[src/rtl/dcot_pkg.sv]
// Shared constants, codes and types of the data channel open table.
`default_nettype none

package dcot_pkg;

    // Table size (2 to 256 entries) and the index width it implies
    localparam int CHANNELS = 128;
    localparam int IDX_W    = (CHANNELS > 1) ? $clog2(CHANNELS) : 1;

    // Lowest-free search: entries are scanned in groups of GRP_SIZE
    localparam int GRP_SIZE = 16;
    localparam int GRP_W    = $clog2(GRP_SIZE);
    localparam int GROUPS   = (CHANNELS + GRP_SIZE - 1) / GRP_SIZE;

    // Request kinds
    localparam logic [1:0] KIND_LOCAL_OPEN = 2'd0;
    localparam logic [1:0] KIND_RX_OPEN    = 2'd1;
    localparam logic [1:0] KIND_RX_RESP    = 2'd2;
    localparam logic [1:0] KIND_OTHER      = 2'd3;

    // Result status codes
    localparam logic [3:0] ST_OK         = 4'd0;
    localparam logic [3:0] ST_RANGE      = 4'd1;
    localparam logic [3:0] ST_BUSY       = 4'd3;
    localparam logic [3:0] ST_ALREADY    = 4'd4;
    localparam logic [3:0] ST_NONE_FREE  = 4'd5;
    localparam logic [3:0] ST_NOT_PEND   = 4'd6;
    localparam logic [3:0] ST_PEER_ERR   = 4'd7;
    localparam logic [3:0] ST_UNKNOWN    = 4'd8;

    // Channel types
    localparam logic [1:0] CT_RELIABLE   = 2'd0;
    localparam logic [1:0] CT_PR_TIMED   = 2'd3;

    // Send modes
    localparam logic [1:0] MODE_RELIABLE = 2'd0;
    localparam logic [1:0] MODE_REXMIT   = 2'd1;
    localparam logic [1:0] MODE_TIMED    = 2'd2;

    // Response error codes
    localparam logic [1:0] SERR_NONE       = 2'd0;
    localparam logic [1:0] SERR_ALREADY    = 2'd1;
    localparam logic [1:0] SERR_NONE_AVAIL = 2'd2;

    localparam logic [15:0] NO_STREAM = 16'hFFFF;
    localparam logic [7:0]  COUNT_MAX = 8'hFF;

    typedef struct packed {
        logic [1:0]  kind;
        logic [7:0]  stream;
        logic [1:0]  chan_type;
        logic [15:0] chan_flags;
        logic [15:0] reliability;
        logic [15:0] peer_reverse;
        logic [15:0] peer_error;
    } req_t;

    typedef struct packed {
        logic [3:0]  status;
        logic        send_valid;
        logic        send_is_response;
        logic [7:0]  send_stream;
        logic [15:0] send_reverse;
        logic [1:0]  send_error;
        logic [1:0]  send_mode;
        logic [7:0]  open_count;
    } rsp_t;

    // Controller to datapath commands
    typedef struct packed {
        logic load;
        logic search;
        logic commit;
    } cmd_t;

endpackage

`default_nettype wire

[src/rtl/dcot_if.sv]
// Request and result channel interfaces of the data channel open table.
`default_nettype none

interface dcot_req_if;
    logic        valid;
    logic        ready;
    logic [1:0]  kind;
    logic [7:0]  stream;
    logic [1:0]  chan_type;
    logic [15:0] chan_flags;
    logic [15:0] reliability;
    logic [15:0] peer_reverse;
    logic [15:0] peer_error;

    modport source (
        output valid, kind, stream, chan_type, chan_flags, reliability,
               peer_reverse, peer_error,
        input  ready
    );
    modport sink (
        input  valid, kind, stream, chan_type, chan_flags, reliability,
               peer_reverse, peer_error,
        output ready
    );
endinterface

interface dcot_rsp_if;
    logic        valid;
    logic        ready;
    logic [3:0]  status;
    logic        send_valid;
    logic        send_is_response;
    logic [7:0]  send_stream;
    logic [15:0] send_reverse;
    logic [1:0]  send_error;
    logic [1:0]  send_mode;
    logic [7:0]  open_count;

    modport source (
        output valid, status, send_valid, send_is_response, send_stream,
               send_reverse, send_error, send_mode, open_count,
        input  ready
    );
    modport sink (
        input  valid, status, send_valid, send_is_response, send_stream,
               send_reverse, send_error, send_mode, open_count,
        output ready
    );
endinterface

`default_nettype wire

[src/rtl/dcot_ctrl.sv]
// Controller state machine: request intake, search, commit and result valid.
`default_nettype none

module dcot_ctrl
    import dcot_pkg::*;
(
    input  wire logic clk,
    input  wire logic rst_n,
    input  wire logic req_valid,
    output logic      req_ready,
    output logic      rsp_valid,
    input  wire logic rsp_ready,
    output cmd_t      cmd
);

    localparam logic [1:0] S_IDLE   = 2'd0;
    localparam logic [1:0] S_SEARCH = 2'd1;
    localparam logic [1:0] S_DECIDE = 2'd2;

    logic [1:0] state_reg, state_next;
    logic       rsp_valid_reg, rsp_valid_next;

    // Commands
    assign req_ready  = (state_reg == S_IDLE);
    assign cmd.load   = req_valid && req_ready;
    assign cmd.search = (state_reg == S_SEARCH);
    // commit only when the result register is empty or being drained
    assign cmd.commit = (state_reg == S_DECIDE) && (!rsp_valid_reg || rsp_ready);
    assign rsp_valid  = rsp_valid_reg;

    // Next state
    always_comb
    begin
        state_next = state_reg;
        unique case (state_reg)
            S_IDLE:
            begin
                if (cmd.load)
                    state_next = S_SEARCH;
            end
            S_SEARCH:
            begin
                state_next = S_DECIDE;
            end
            S_DECIDE:
            begin
                if (cmd.commit)
                    state_next = S_IDLE;
            end
            default:
            begin
                state_next = S_IDLE;
            end
        endcase
    end

    // Result valid flag
    always_comb
    begin
        rsp_valid_next = rsp_valid_reg;
        if (cmd.commit)
            rsp_valid_next = 1'b1;
        else if (rsp_ready)
            rsp_valid_next = 1'b0;
    end

    always_ff @(posedge clk or negedge rst_n)
    begin
        if (!rst_n)
        begin
            state_reg     <= S_IDLE;
            rsp_valid_reg <= 1'b0;
        end
        else
        begin
            state_reg     <= state_next;
            rsp_valid_reg <= rsp_valid_next;
        end
    end

endmodule

`default_nettype wire

[src/rtl/dcot_dp.sv]
// Datapath: per-stream tables, lowest-free search, decision and result register.
`default_nettype none

module dcot_dp
    import dcot_pkg::*;
(
    input  wire logic clk,
    input  wire logic rst_n,
    input  wire cmd_t cmd,
    input  wire req_t req_data,
    output rsp_t      rsp_data
);

    // Captured request
    logic [1:0]       kind_reg;
    logic [7:0]       stream_reg;
    logic [1:0]       ctype_reg;
    logic             stream_ok_reg;
    logic             prev_ok_reg;
    logic [IDX_W-1:0] prev_idx_reg;
    logic             perr_nz_reg;

    // Per-stream tables and open counter
    logic [CHANNELS-1:0] pend_reg, pend_next;
    logic [CHANNELS-1:0] link_reg, link_next;
    logic [CHANNELS-1:0] busy_reg, busy_next;
    logic [7:0]          count_reg, count_next;

    // Search: lowest free entry inside each group, then lowest group
    logic [CHANNELS-1:0]              free_vec;
    logic [GROUPS*GRP_SIZE-1:0]       free_pad;
    logic [GROUPS-1:0]                grp_any_reg, grp_any_next;
    logic [GROUPS-1:0][GRP_W-1:0]     grp_low_reg, grp_low_next;
    logic [IDX_W-1:0]                 low_idx;
    logic                             any_free;

    logic [IDX_W-1:0] s_idx;
    logic [IDX_W-1:0] fwd_idx;
    logic             inc;
    rsp_t             rsp_reg, rsp_next;

    assign s_idx    = stream_reg[IDX_W-1:0];
    assign free_vec = ~(pend_reg | link_reg);
    assign any_free = |grp_any_reg;
    assign rsp_data = rsp_reg;

    // Request capture
    always_ff @(posedge clk)
    begin
        if (cmd.load)
        begin
            kind_reg      <= req_data.kind;
            stream_reg    <= req_data.stream;
            ctype_reg     <= req_data.chan_type;
            stream_ok_reg <= ({1'b0, req_data.stream} < 9'(CHANNELS));
            prev_ok_reg   <= ({1'b0, req_data.peer_reverse} < 17'(CHANNELS));
            prev_idx_reg  <= req_data.peer_reverse[IDX_W-1:0];
            perr_nz_reg   <= (req_data.peer_error != 16'd0);
        end
    end

    // Free flags padded to whole groups; padding is never free
    always_comb
    begin
        free_pad                 = '0;
        free_pad[CHANNELS-1:0]   = free_vec;
    end

    // Priority encoder per group
    always_comb
    begin
        for (int g = 0; g < GROUPS; g++)
        begin
            grp_any_next[g] = 1'b0;
            grp_low_next[g] = '0;
            for (int w = GRP_SIZE - 1; w >= 0; w--)
            begin
                if (free_pad[g*GRP_SIZE + w])
                begin
                    grp_any_next[g] = 1'b1;
                    grp_low_next[g] = GRP_W'(w);
                end
            end
        end
    end

    always_ff @(posedge clk)
    begin
        if (cmd.search)
        begin
            grp_any_reg <= grp_any_next;
            grp_low_reg <= grp_low_next;
        end
    end

    // Lowest group holding a free entry
    always_comb
    begin
        low_idx = '0;
        for (int g = GROUPS - 1; g >= 0; g--)
        begin
            if (grp_any_reg[g])
                low_idx = IDX_W'(g * GRP_SIZE + int'(grp_low_reg[g]));
        end
    end

    // Decision and table updates
    always_comb
    begin
        pend_next = pend_reg;
        link_next = link_reg;
        busy_next = busy_reg;
        inc       = 1'b0;
        fwd_idx   = free_vec[s_idx] ? s_idx : low_idx;

        rsp_next                  = '0;
        rsp_next.status           = ST_OK;
        rsp_next.send_reverse     = NO_STREAM;
        rsp_next.send_error       = SERR_NONE;
        rsp_next.send_mode        = MODE_RELIABLE;

        if (kind_reg == KIND_OTHER)
        begin
            rsp_next.status = ST_UNKNOWN;
        end
        else if (!stream_ok_reg || (kind_reg == KIND_RX_RESP && !prev_ok_reg))
        begin
            rsp_next.status = ST_RANGE;
        end
        else if (kind_reg == KIND_LOCAL_OPEN)
        begin
            if (!free_vec[s_idx])
            begin
                rsp_next.status = ST_BUSY;
            end
            else
            begin
                pend_next[s_idx]     = 1'b1;
                rsp_next.send_valid  = 1'b1;
                rsp_next.send_stream = stream_reg;
                case (ctype_reg)
                    CT_RELIABLE: rsp_next.send_mode = MODE_RELIABLE;
                    CT_PR_TIMED: rsp_next.send_mode = MODE_TIMED;
                    default:     rsp_next.send_mode = MODE_REXMIT;
                endcase
            end
        end
        else if (kind_reg == KIND_RX_OPEN)
        begin
            rsp_next.send_valid       = 1'b1;
            rsp_next.send_is_response = 1'b1;
            rsp_next.send_reverse     = {8'd0, stream_reg};
            if (busy_reg[s_idx])
            begin
                rsp_next.status      = ST_ALREADY;
                rsp_next.send_stream = stream_reg;
                rsp_next.send_error  = SERR_ALREADY;
            end
            else if (!free_vec[s_idx] && !any_free)
            begin
                rsp_next.status      = ST_NONE_FREE;
                rsp_next.send_stream = stream_reg;
                rsp_next.send_error  = SERR_NONE_AVAIL;
            end
            else
            begin
                link_next[fwd_idx]   = 1'b1;
                busy_next[s_idx]     = 1'b1;
                rsp_next.send_stream = 8'(fwd_idx);
                inc                  = 1'b1;
            end
        end
        else
        begin
            // received open response
            if (!pend_reg[prev_idx_reg])
            begin
                rsp_next.status = ST_NOT_PEND;
            end
            else if (perr_nz_reg)
            begin
                rsp_next.status = ST_PEER_ERR;
            end
            else
            begin
                pend_next[prev_idx_reg] = 1'b0;
                link_next[prev_idx_reg] = 1'b1;
                busy_next[s_idx]        = 1'b1;
                inc                     = 1'b1;
            end
        end

        // saturating open count
        count_next = count_reg;
        if (inc && count_reg != COUNT_MAX)
            count_next = count_reg + 8'd1;
        rsp_next.open_count = count_next;
    end

    // Tables and counter
    always_ff @(posedge clk or negedge rst_n)
    begin
        if (!rst_n)
        begin
            pend_reg  <= '0;
            link_reg  <= '0;
            busy_reg  <= '0;
            count_reg <= '0;
        end
        else if (cmd.commit)
        begin
            pend_reg  <= pend_next;
            link_reg  <= link_next;
            busy_reg  <= busy_next;
            count_reg <= count_next;
        end
    end

    // Result register
    always_ff @(posedge clk)
    begin
        if (cmd.commit)
            rsp_reg <= rsp_next;
    end

endmodule

`default_nettype wire

[src/rtl/data_channel_open_table_top.sv]
// Top level of the data channel open table.
`default_nettype none

// Data channel open table. Keeps, for each of CHANNELS streams, an outgoing
// pending mark, an outgoing linked mark and an incoming in-use mark, plus a
// count of opened channels that saturates at 255. Each request on req gives
// exactly one result on rsp. After acceptance a request is captured, then the
// lowest free outgoing entry is found inside each group of GRP_SIZE entries
// with a small priority encoder per group, then the lowest group holding a
// free entry is picked, the request decided and the tables updated. The
// block holds one request at a time and takes no new request until the
// current one is decided; the result register lets the next request be
// taken while an earlier result waits, and the decide step waits until that
// register is free. No clearing pass is needed after reset.
module data_channel_open_table_top
    import dcot_pkg::*;
(
    input  wire logic   clk,
    input  wire logic   rst_n,
    dcot_req_if.sink    req,
    dcot_rsp_if.source  rsp
);

    cmd_t cmd;
    req_t req_data;
    rsp_t rsp_data;

    // Request payload
    assign req_data.kind         = req.kind;
    assign req_data.stream       = req.stream;
    assign req_data.chan_type    = req.chan_type;
    assign req_data.chan_flags   = req.chan_flags;
    assign req_data.reliability  = req.reliability;
    assign req_data.peer_reverse = req.peer_reverse;
    assign req_data.peer_error   = req.peer_error;

    dcot_ctrl u_ctrl (
        .clk       (clk),
        .rst_n     (rst_n),
        .req_valid (req.valid),
        .req_ready (req.ready),
        .rsp_valid (rsp.valid),
        .rsp_ready (rsp.ready),
        .cmd       (cmd)
    );

    dcot_dp u_dp (
        .clk      (clk),
        .rst_n    (rst_n),
        .cmd      (cmd),
        .req_data (req_data),
        .rsp_data (rsp_data)
    );

    // Result payload
    assign rsp.status           = rsp_data.status;
    assign rsp.send_valid       = rsp_data.send_valid;
    assign rsp.send_is_response = rsp_data.send_is_response;
    assign rsp.send_stream      = rsp_data.send_stream;
    assign rsp.send_reverse     = rsp_data.send_reverse;
    assign rsp.send_error       = rsp_data.send_error;
    assign rsp.send_mode        = rsp_data.send_mode;
    assign rsp.open_count       = rsp_data.open_count;

    // A commit always leaves a result waiting
    a_commit_valid: assert property (@(posedge clk) disable iff (!rst_n)
        cmd.commit |=> rsp.valid)
        else $error("commit did not produce a valid result");

    // Only one request in flight
    a_one_inflight: assert property (@(posedge clk) disable iff (!rst_n)
        (req.valid && req.ready) |=> !req.ready)
        else $error("request accepted while another is in flight");

    // Open count never goes backwards
    a_count_mono: assert property (@(posedge clk) disable iff (!rst_n)
        (rsp.valid && $past(rsp.valid)) |-> rsp.open_count >= $past(rsp.open_count))
        else $error("open count decreased");

    // Error codes only travel in responses
    a_err_resp: assert property (@(posedge clk) disable iff (!rst_n)
        (rsp.valid && rsp.send_error != SERR_NONE) |-> (rsp.send_is_response && rsp.send_valid))
        else $error("error code outside an open response");

endmodule

`default_nettype wire
[src/flat_wrapper.sv]
// flat-port wrapper written by rule: the top's interface ports become plain ports
module data_channel_open_table_top_flat import dcot_pkg::*;
  (clk, rst_n, req_valid, req_kind, req_stream, req_chan_type, req_chan_flags, req_reliability, req_peer_reverse, req_peer_error, req_ready, rsp_valid, rsp_status, rsp_send_valid, rsp_send_is_response, rsp_send_stream, rsp_send_reverse, rsp_send_error, rsp_send_mode, rsp_open_count, rsp_ready);
  dcot_req_if req_i ();
  dcot_rsp_if rsp_i ();
  input  wire logic clk;
  input  wire logic rst_n;
  input wire logic [$bits(req_i.valid)-1:0] req_valid;
  input wire logic [$bits(req_i.kind)-1:0] req_kind;
  input wire logic [$bits(req_i.stream)-1:0] req_stream;
  input wire logic [$bits(req_i.chan_type)-1:0] req_chan_type;
  input wire logic [$bits(req_i.chan_flags)-1:0] req_chan_flags;
  input wire logic [$bits(req_i.reliability)-1:0] req_reliability;
  input wire logic [$bits(req_i.peer_reverse)-1:0] req_peer_reverse;
  input wire logic [$bits(req_i.peer_error)-1:0] req_peer_error;
  output wire logic [$bits(req_i.ready)-1:0] req_ready;
  output wire logic [$bits(rsp_i.valid)-1:0] rsp_valid;
  output wire logic [$bits(rsp_i.status)-1:0] rsp_status;
  output wire logic [$bits(rsp_i.send_valid)-1:0] rsp_send_valid;
  output wire logic [$bits(rsp_i.send_is_response)-1:0] rsp_send_is_response;
  output wire logic [$bits(rsp_i.send_stream)-1:0] rsp_send_stream;
  output wire logic [$bits(rsp_i.send_reverse)-1:0] rsp_send_reverse;
  output wire logic [$bits(rsp_i.send_error)-1:0] rsp_send_error;
  output wire logic [$bits(rsp_i.send_mode)-1:0] rsp_send_mode;
  output wire logic [$bits(rsp_i.open_count)-1:0] rsp_open_count;
  input wire logic [$bits(rsp_i.ready)-1:0] rsp_ready;
  assign req_i.valid = req_valid;
  assign req_i.kind = req_kind;
  assign req_i.stream = req_stream;
  assign req_i.chan_type = req_chan_type;
  assign req_i.chan_flags = req_chan_flags;
  assign req_i.reliability = req_reliability;
  assign req_i.peer_reverse = req_peer_reverse;
  assign req_i.peer_error = req_peer_error;
  assign req_ready = req_i.ready;
  assign rsp_valid = rsp_i.valid;
  assign rsp_status = rsp_i.status;
  assign rsp_send_valid = rsp_i.send_valid;
  assign rsp_send_is_response = rsp_i.send_is_response;
  assign rsp_send_stream = rsp_i.send_stream;
  assign rsp_send_reverse = rsp_i.send_reverse;
  assign rsp_send_error = rsp_i.send_error;
  assign rsp_send_mode = rsp_i.send_mode;
  assign rsp_open_count = rsp_i.open_count;
  assign rsp_i.ready = rsp_ready;
  data_channel_open_table_top u_core (.clk(clk), .rst_n(rst_n), .req(req_i), .rsp(rsp_i));
endmodule
[config.mk]
export PLATFORM = sky130hd
export DESIGN_NAME = data_channel_open_table_top_flat
export DESIGN_NICKNAME = d
export VERILOG_FILES = /design/src/rtl/dcot_pkg.sv /design/src/rtl/dcot_if.sv /design/src/rtl/dcot_ctrl.sv /design/src/rtl/dcot_dp.sv /design/src/rtl/data_channel_open_table_top.sv /design/src/flat_wrapper.sv
export SDC_FILE = /design/constraint.sdc
export NUM_CORES = 1
export LEC_CHECK = 0
export ABC_CLOCK_PERIOD_IN_PS = 9210
export CAP_MARGIN = 5
export CORE_ASPECT_RATIO = 1.1
export CORE_UTILIZATION = 50
export DETAILED_ROUTE_END_ITERATION = 6
export DONT_BUFFER_PORTS = 1
export PLACE_DENSITY_LB_ADDON = 0.12
export SYNTH_ARGS = -nofsm -noshare
export SYNTH_HDL_FRONTEND = slang
export SYNTH_SLANG_ARGS = --single-unit
[constraint.sdc]
create_clock -name clk -period 9.21 [get_ports clk]
set_input_delay 0.4605 -clock clk [delete_from_list [all_inputs] [get_ports clk]]
set_output_delay 0.4605 -clock clk [all_outputs]
set_load 0.005 [all_outputs]
== Word level (Yosys, flattened, before mapping) ==
Index checks and enable logic that the tools add are counted.

* Equal/unequal tests: 15
* Reduce and logical (&&, ||, !) cells: 63
* Add/subtract/negate cells: 8
* $lt $le $gt $ge: 8
* Bitwise logic cells: 13
* Multiplexer cells: 195

{| class="wikitable"
|+ Operators by type and width
! kind !! number
|-
| $mux 128 || 15
|-
| $or 128x128->128 || 5
|-
| $mux 4 || 67
|-
| $not 128->128 || 2
|-
| $and 128x128->128 || 1
|-
| $reduce_or 15->1 || 8
|-
| $mux 3 || 35
|-
| $reduce_or 8->1 || 9
|-
| $mux 7 || 9
|-
| $mux 2 || 21
|-
| $mux 8 || 5
|-
| $reduce_or 4->1 || 10
|-
| $mux 1 || 33
|-
| $add 7x4->7 const A || 4
|-
| $mux 28 || 1
|-
| $lt 7x8->1 const B || 3
|-
| $bmux 1 s7 || 3
|-
| $demux 1 s7 || 3
|-
| $ge 7x1->1 const B || 3
|-
| $reduce_or 2->1 || 9
|-
| $lt 16x8->1 const B || 1
|-
| $reduce_bool 16->1 || 1
|-
| $add 6x4->7 const A || 2
|-
| $add 8x1->8 const B || 1
|-
| other kinds (21) || 51
|}

* Bits of input ports: 80
* Logic and storage cells: 366
* Register bits: 499
* Output and inout bits: 44

== Longest topological paths before layout ==
* Word-level depth: 18
* Mapped depth: 17
* Gate-level depth less buffers: 10

== Modules after synthesis ==
A second synthesis with hierarchy kept.

* Cells, all modules: 2463
* Area, all modules: 25557.0 µm²

{| class="wikitable"
|+ Modules (own cells, without submodules)
! module !! seq. area each (µm²) !! cells each !! times used !! area each (µm²)
|-
| dcot_dp || 12722.2 || 2450 || 1 || 25416.9
|-
| dcot_ctrl || 75.1 || 13 || 1 || 140.1
|}

== Worst setup path before layout ==
No wires, ideal clock.

* Path kind: input to register
* Start point: in rsp_ready
* End point: reg u_core.u_dp.link_reg[81]
* Stages on the path: 11
* Path slack: 5.371 ns
* Buffers on the path: 3
* Setup time: 0.077 ns
* Data arrival time: 3.763 ns
* Data required time: 9.133 ns
* Cell sequence: nand2b_1 > nor2b_1 > clkbuf_1 > nand3_1 > nor4_4 > a21bo_2 > or3_1 > or2_1 > buf_6 > buf_6 > o21ai_1

{| class="wikitable"
|+ RTL lines
! element !! line !! RTL
|-
| start, declared || flat_wrapper.sv:26 || <nowiki>input wire logic [$bits(rsp_i.ready)-1:0] rsp_ready;</nowiki>
|-
| end signal, assigned || dcot_dp.sv:213 || <nowiki>link_reg <= link_next;</nowiki>
|-
| end, declared || dcot_dp.sv:25 || <nowiki>logic [CHANNELS-1:0] link_reg, link_next;</nowiki>
|}

== Final worst setup path ==
* Start point: reg u_core.u_dp.prev_idx_reg[2]
* End point: reg u_core.u_dp.pend_reg[127]

* Cells in the longest elaborated chain, start to end: 10
* Elaborated cells between the ends (all ways): 15
* Classes of those cells: 2 x order compare; 8 x mux; 2 x bitwise; 3 x reduce/logical

{| class="wikitable"
|+ Ends and longest elaborated chain
! element !! line !! RTL
|-
| start, declared || dcot_dp.sv:20 || <nowiki>logic [IDX_W-1:0] prev_idx_reg;</nowiki>
|-
| start signal, assigned || dcot_dp.sv:57 || <nowiki>prev_idx_reg <= req_data.peer_reverse[IDX_W-1:0];</nowiki>
|-
| $lt 7x8->1 (not written as such) / $ge 7x1->1 (equally long branches) || dcot_dp.sv:186 || <nowiki>pend_next[prev_idx_reg] = 1'b0;</nowiki>
|-
| $logic_and 1x1->1 (not written as such) || dcot_dp.sv:186 ||
|-
| $mux 1 (not written as such) || dcot_dp.sv:186 ||
|-
| $demux 1 s7 || dcot_dp.sv:186 ||
|-
| $not 128->128 (no line) || n/a ||
|-
| $and 128x128->128 (no line) || n/a ||
|-
| $mux 128 || dcot_dp.sv:180 || <nowiki>else if (perr_nz_reg)</nowiki>
|-
| $mux 128 || dcot_dp.sv:176 || <nowiki>if (!pend_reg[prev_idx_reg])</nowiki>
|-
| $mux 128 || dcot_dp.sv:148 || <nowiki>else if (kind_reg == KIND_RX_OPEN)</nowiki>
|-
| $mux 128 || dcot_dp.sv:130 || <nowiki>else if (kind_reg == KIND_LOCAL_OPEN)</nowiki>
|-
| end signal, assigned || dcot_dp.sv:212 || <nowiki>pend_reg <= pend_next;</nowiki>
|-
| end, declared || dcot_dp.sv:24 || <nowiki>logic [CHANNELS-1:0] pend_reg, pend_next;</nowiki>
|}

Parallel ways exist; a longest one is shown, timed or not. The select of a mux whose other input is x is not followed.
A chain may end at the register's enable or synchronous reset.

==> results.tsv <==
stage	metric	value	unit
grt	grt_pass1_wl	150000	µm
grt	grt_antenna_before_repair	6	
synth	yosysTopAreaCell	sky130_fd_sc_hd__dfrtp_1	
setup_path	worst_path_dominant_cell_family	compound AO/OA/AOI/OAI gates	
cts	maximum_buffer_depth_of_the_clock_tree	3	
floorplanning	placement_rows	85	
run_status	failed_checks	negative hold slack	
cells_and_area	area_delta_synth_final	10.9	%
routing	routed_via_density	7.15	
synth	ys_top_cells_by_count	sky130_fd_sc_hd__dfrtp_1, sky130_fd_sc_hd__o21ai_0, sky130_fd_sc_hd__nor2_1, sky130_fd_sc_hd__a21oi_1, sky130_fd_sc_hd__nand2_1	
timing	layout_setup_ws	2.77	ns
floorplanning	die_w	214	µm
setup_path	cp-start-kind	register	
floorplanning	core_area	0.0488	mm²
cts	clkSinkCount	492	
synth	ys_ff_latch	492	
grt	grt_max_degree	396	
synth	edff_count_synth	97	
cells_and_area	post_layout_nonfiller_instances	3136	
timing	final-max-slew-violation-count	0	
cts	cts-root-buf	sky130_fd_sc_hd__clkbuf_16	
timing	timing.final.hold_violations	395	
place	place.port_buffers	0	
routing	route.final.wire_length	104000	µm
setup_path	crit_path_max_fanout	25	
routing	route.vias.total	22400	
synth	synth-main-ff-cell	sky130_fd_sc_hd__dfrtp_1	
place	detailed_place_hpwl	67800	µm
cts	clk_pin_slew_worst_paths	0.06	ns
routing	post_drt_wl_per_cell	33.3	µm
power_and_ir_drop	power_density	207	mW/mm²
routing	drt_iter0_markers	3379	
synth	mappedNetlistNets	2557	
timing	max_clock_freq	155	MHz
synth	syn_inst	2475	
floorplanning	floorplan.die_area	0.0503	mm²
cells_and_area	final_layout_size_suffix_gt1_share	15.4	%
floorplanning	top_level_ports	124	
place	dp_slack	3.22	ns
floorplanning	initial_util	50.6	%
synth	syn_area	0.0247	mm²
setup_path	timing.critical_path.slowest_stage_cell	sky130_fd_sc_hd__edfxtp_1	
setup_path	worst-setup-path-type	reg -> reg	
routing	remaining_drc_errors	0	
power_and_ir_drop	fin_total_pwr	5.67	mW
setup_path	timing.critical_path.to_type	register	
run_status	result_of_the_run	complete, but fails checks	
synth	post_synth_main_area_contributors	sky130_fd_sc_hd__dfrtp_1, sky130_fd_sc_hd__edfxtp_1, sky130_fd_sc_hd__o21ai_0	
setup_path	cp.buffers_inverters	2	
timing	unrepaired_setup_endpoints_after_global_routing	false	
cts	clock_tree.htree_level_count	2	
timing	timing.clock.skew	0.0208	ns
place	place.gp.congestion	1.04	
flow_run	max_cap_violations	0	
synth	postSynthAreaPerCell	9.98	µm²
synth	yosysWarnings	0	
floorplanning	die_y	235	µm
timing	fin_hold_ws	-0.464	ns
min_path	hold_path.class	in -> async	
setup_path	max_stage_delay	1.14	ns
place	placed_cells_incl_taps	3012	
synth	synth_cell_types	81	
synth	synthDominantCellAreaShare	40.0	%
cts	cts_hold_buffers	20	
routing	detail-route-antenna-nets	0	
grt	grt_overflow	0	
grt	first_global_vias	21200	
timing	worstMarginPinSlew	1.35	ns
power_and_ir_drop	worst_ir_drop_vdd	0.162	mV
cts	tritoncts_clock_tree	built	
routing	drt_first_pass_iters	7	
timing	timing.slew.headroom	9.61	%
setup_path	timing.critical_path.cells	buf_4 > nor2b_1 > a221oi_1 > o22ai_1 > a221o_1 > o21bai_1 > a31oi_1 > nand3_1 > a21oi_4 > buf_4 > nand3_1 > a22o_1	
timing	setup-violations-final	0	
timing	post-route-min-period	6.44	ns
setup_path	worst-endpoint-required	9.72	ns
synth	seq_area_frac_synth	51.8	%
setup_path	worstPathArrival	6.94	ns
synth	synthArstFlopShare	80.3	%
cts	total_cts_buffers	53	
cts	clk_latency	0.63	ns
synth	synth_most_common_cell	sky130_fd_sc_hd__dfrtp_1	
cells_and_area	finish.net_count	2518	
grt	globalRouteTotalUtil	41.3	%
timing	totalNegativeSetupSlack	0	ns
power_and_ir_drop	power_leakage	11.0	nW
timing	portion_of_the_clock_cycle_consumed_by_the_worst_path_in_the_final_layout	69.9	%
==> cell families (layout without fill, tap and decap cells) <==
family / after synthesis / after routing / share of synthesized area (%)
AO/OA/AOI/OAI: 933 / 933 / 24.8
AND/OR/NAND/NOR: 765 / 765 / 14.9
flip-flops: 492 / 492 / 51.8
buffers and inverters: 200 / 205 / 3.74
multiplexers: 69 / 69 / 4.19
XOR/XNOR: 14 / 14 / 0.496
adder cells (fa/ha/maj): 2 / 2 / 0.101
other: 0 / 4 / 0
==> placed cells by master (no fill, tap or decap), drive strengths merged, types with 23 or more instances in the layout <==
cell type  count
mux2          25
mux4          25
o22ai         54
nor3b         23
a31o         129
or2           30
edfxtp        97
a21oi        208
buf           61
nand2b        23
a22oi         38
nor2b         24
dfrtp        395
inv           25
nor3          72
nand2        206
a221oi        26
nand3         54
a22o          87
nor2         229
o21ai        284
clkbuf        66
==> area by class of cell <==
| type | instances | area (µm²) |
|---|---|---|
| multi-input combinational | 1783 | 11100 |
| inverter | 25 | 93.8 |
| fill | 4244 | 21400 |
| tap | 652 | 816 |
| clock buffer | 66 | 1460 |
| sequential | 492 | 12800 |
| clock inverter | 33 | 463 |
| antenna | 4 | 10.0 |
| timing repair buffer | 81 | 674 |
==> repair_timing <==
action,4_1_cts,5_1_grt
endpoints found under the setup margin,0,0
hold endpoints to repair,416,395
buffers inserted,0,0
gates resized for setup,0,0
==> routing by layer <==
metal | share of wire, % | track usage (%) | wire length [µm] | vias to the layer above
met4 | 6.0 | 21.3 | 6320 | 4
met5 | 0.034 | 0 | 36 | -
li1 | - | - | - | 9228
met3 | 13 | 14.6 | 13800 | 373
met1 | 38 | 54.0 | 39600 | 11300
met2 | 43 | 60.4 | 44700 | 1541
==> where the power goes <==
| part | internal (mW) | switching, mW | total, mW | leakage (nW) |
|---|---|---|---|---|
| registers | 2.34 | 0.0863 | 2.42 | 6.38 |
| clock network | 1.43 | 0.951 | 2.38 | 0.931 |
| logic | 0.205 | 0.656 | 0.861 | 3.73 |
| total | 3.97 | 1.69 | 5.67 | 11.0 |
==> metrics by stage <==
step	utilization [%]	cell area [µm²]	hold WS, ns
floorplan	-	24700	0.165
global placement	51.7	25200	0.182
detailed placement	51.7	25200	0.177
CTS	56.1	27400	-0.471
global route	56.1	27400	-0.477
finish	56.1	27400	-0.464
==> final timing paths <==
path                                             startpoint  cells past startpoint                   endpoint  slack, ns
worst max-delay path            u_core.u_dp.prev_idx_reg[2]                     12  u_core.u_dp.pend_reg[127]       2.77
worst min-delay path                                  rst_n                      0   u_core.u_dp.count_reg[2]      -0.46
worst max register to register  u_core.u_dp.prev_idx_reg[2]                     12  u_core.u_dp.pend_reg[127]       2.77
worst min register to register     u_core.u_dp.busy_reg[12]                      1   u_core.u_dp.busy_reg[12]       0.46
max in group asynchronous                             rst_n                      0   u_core.u_dp.pend_reg[35]       8.62
min in group clk                         req_peer_error[14]                      2    u_core.u_dp.perr_nz_reg       0.04
(Power assumes the default switching activity.)
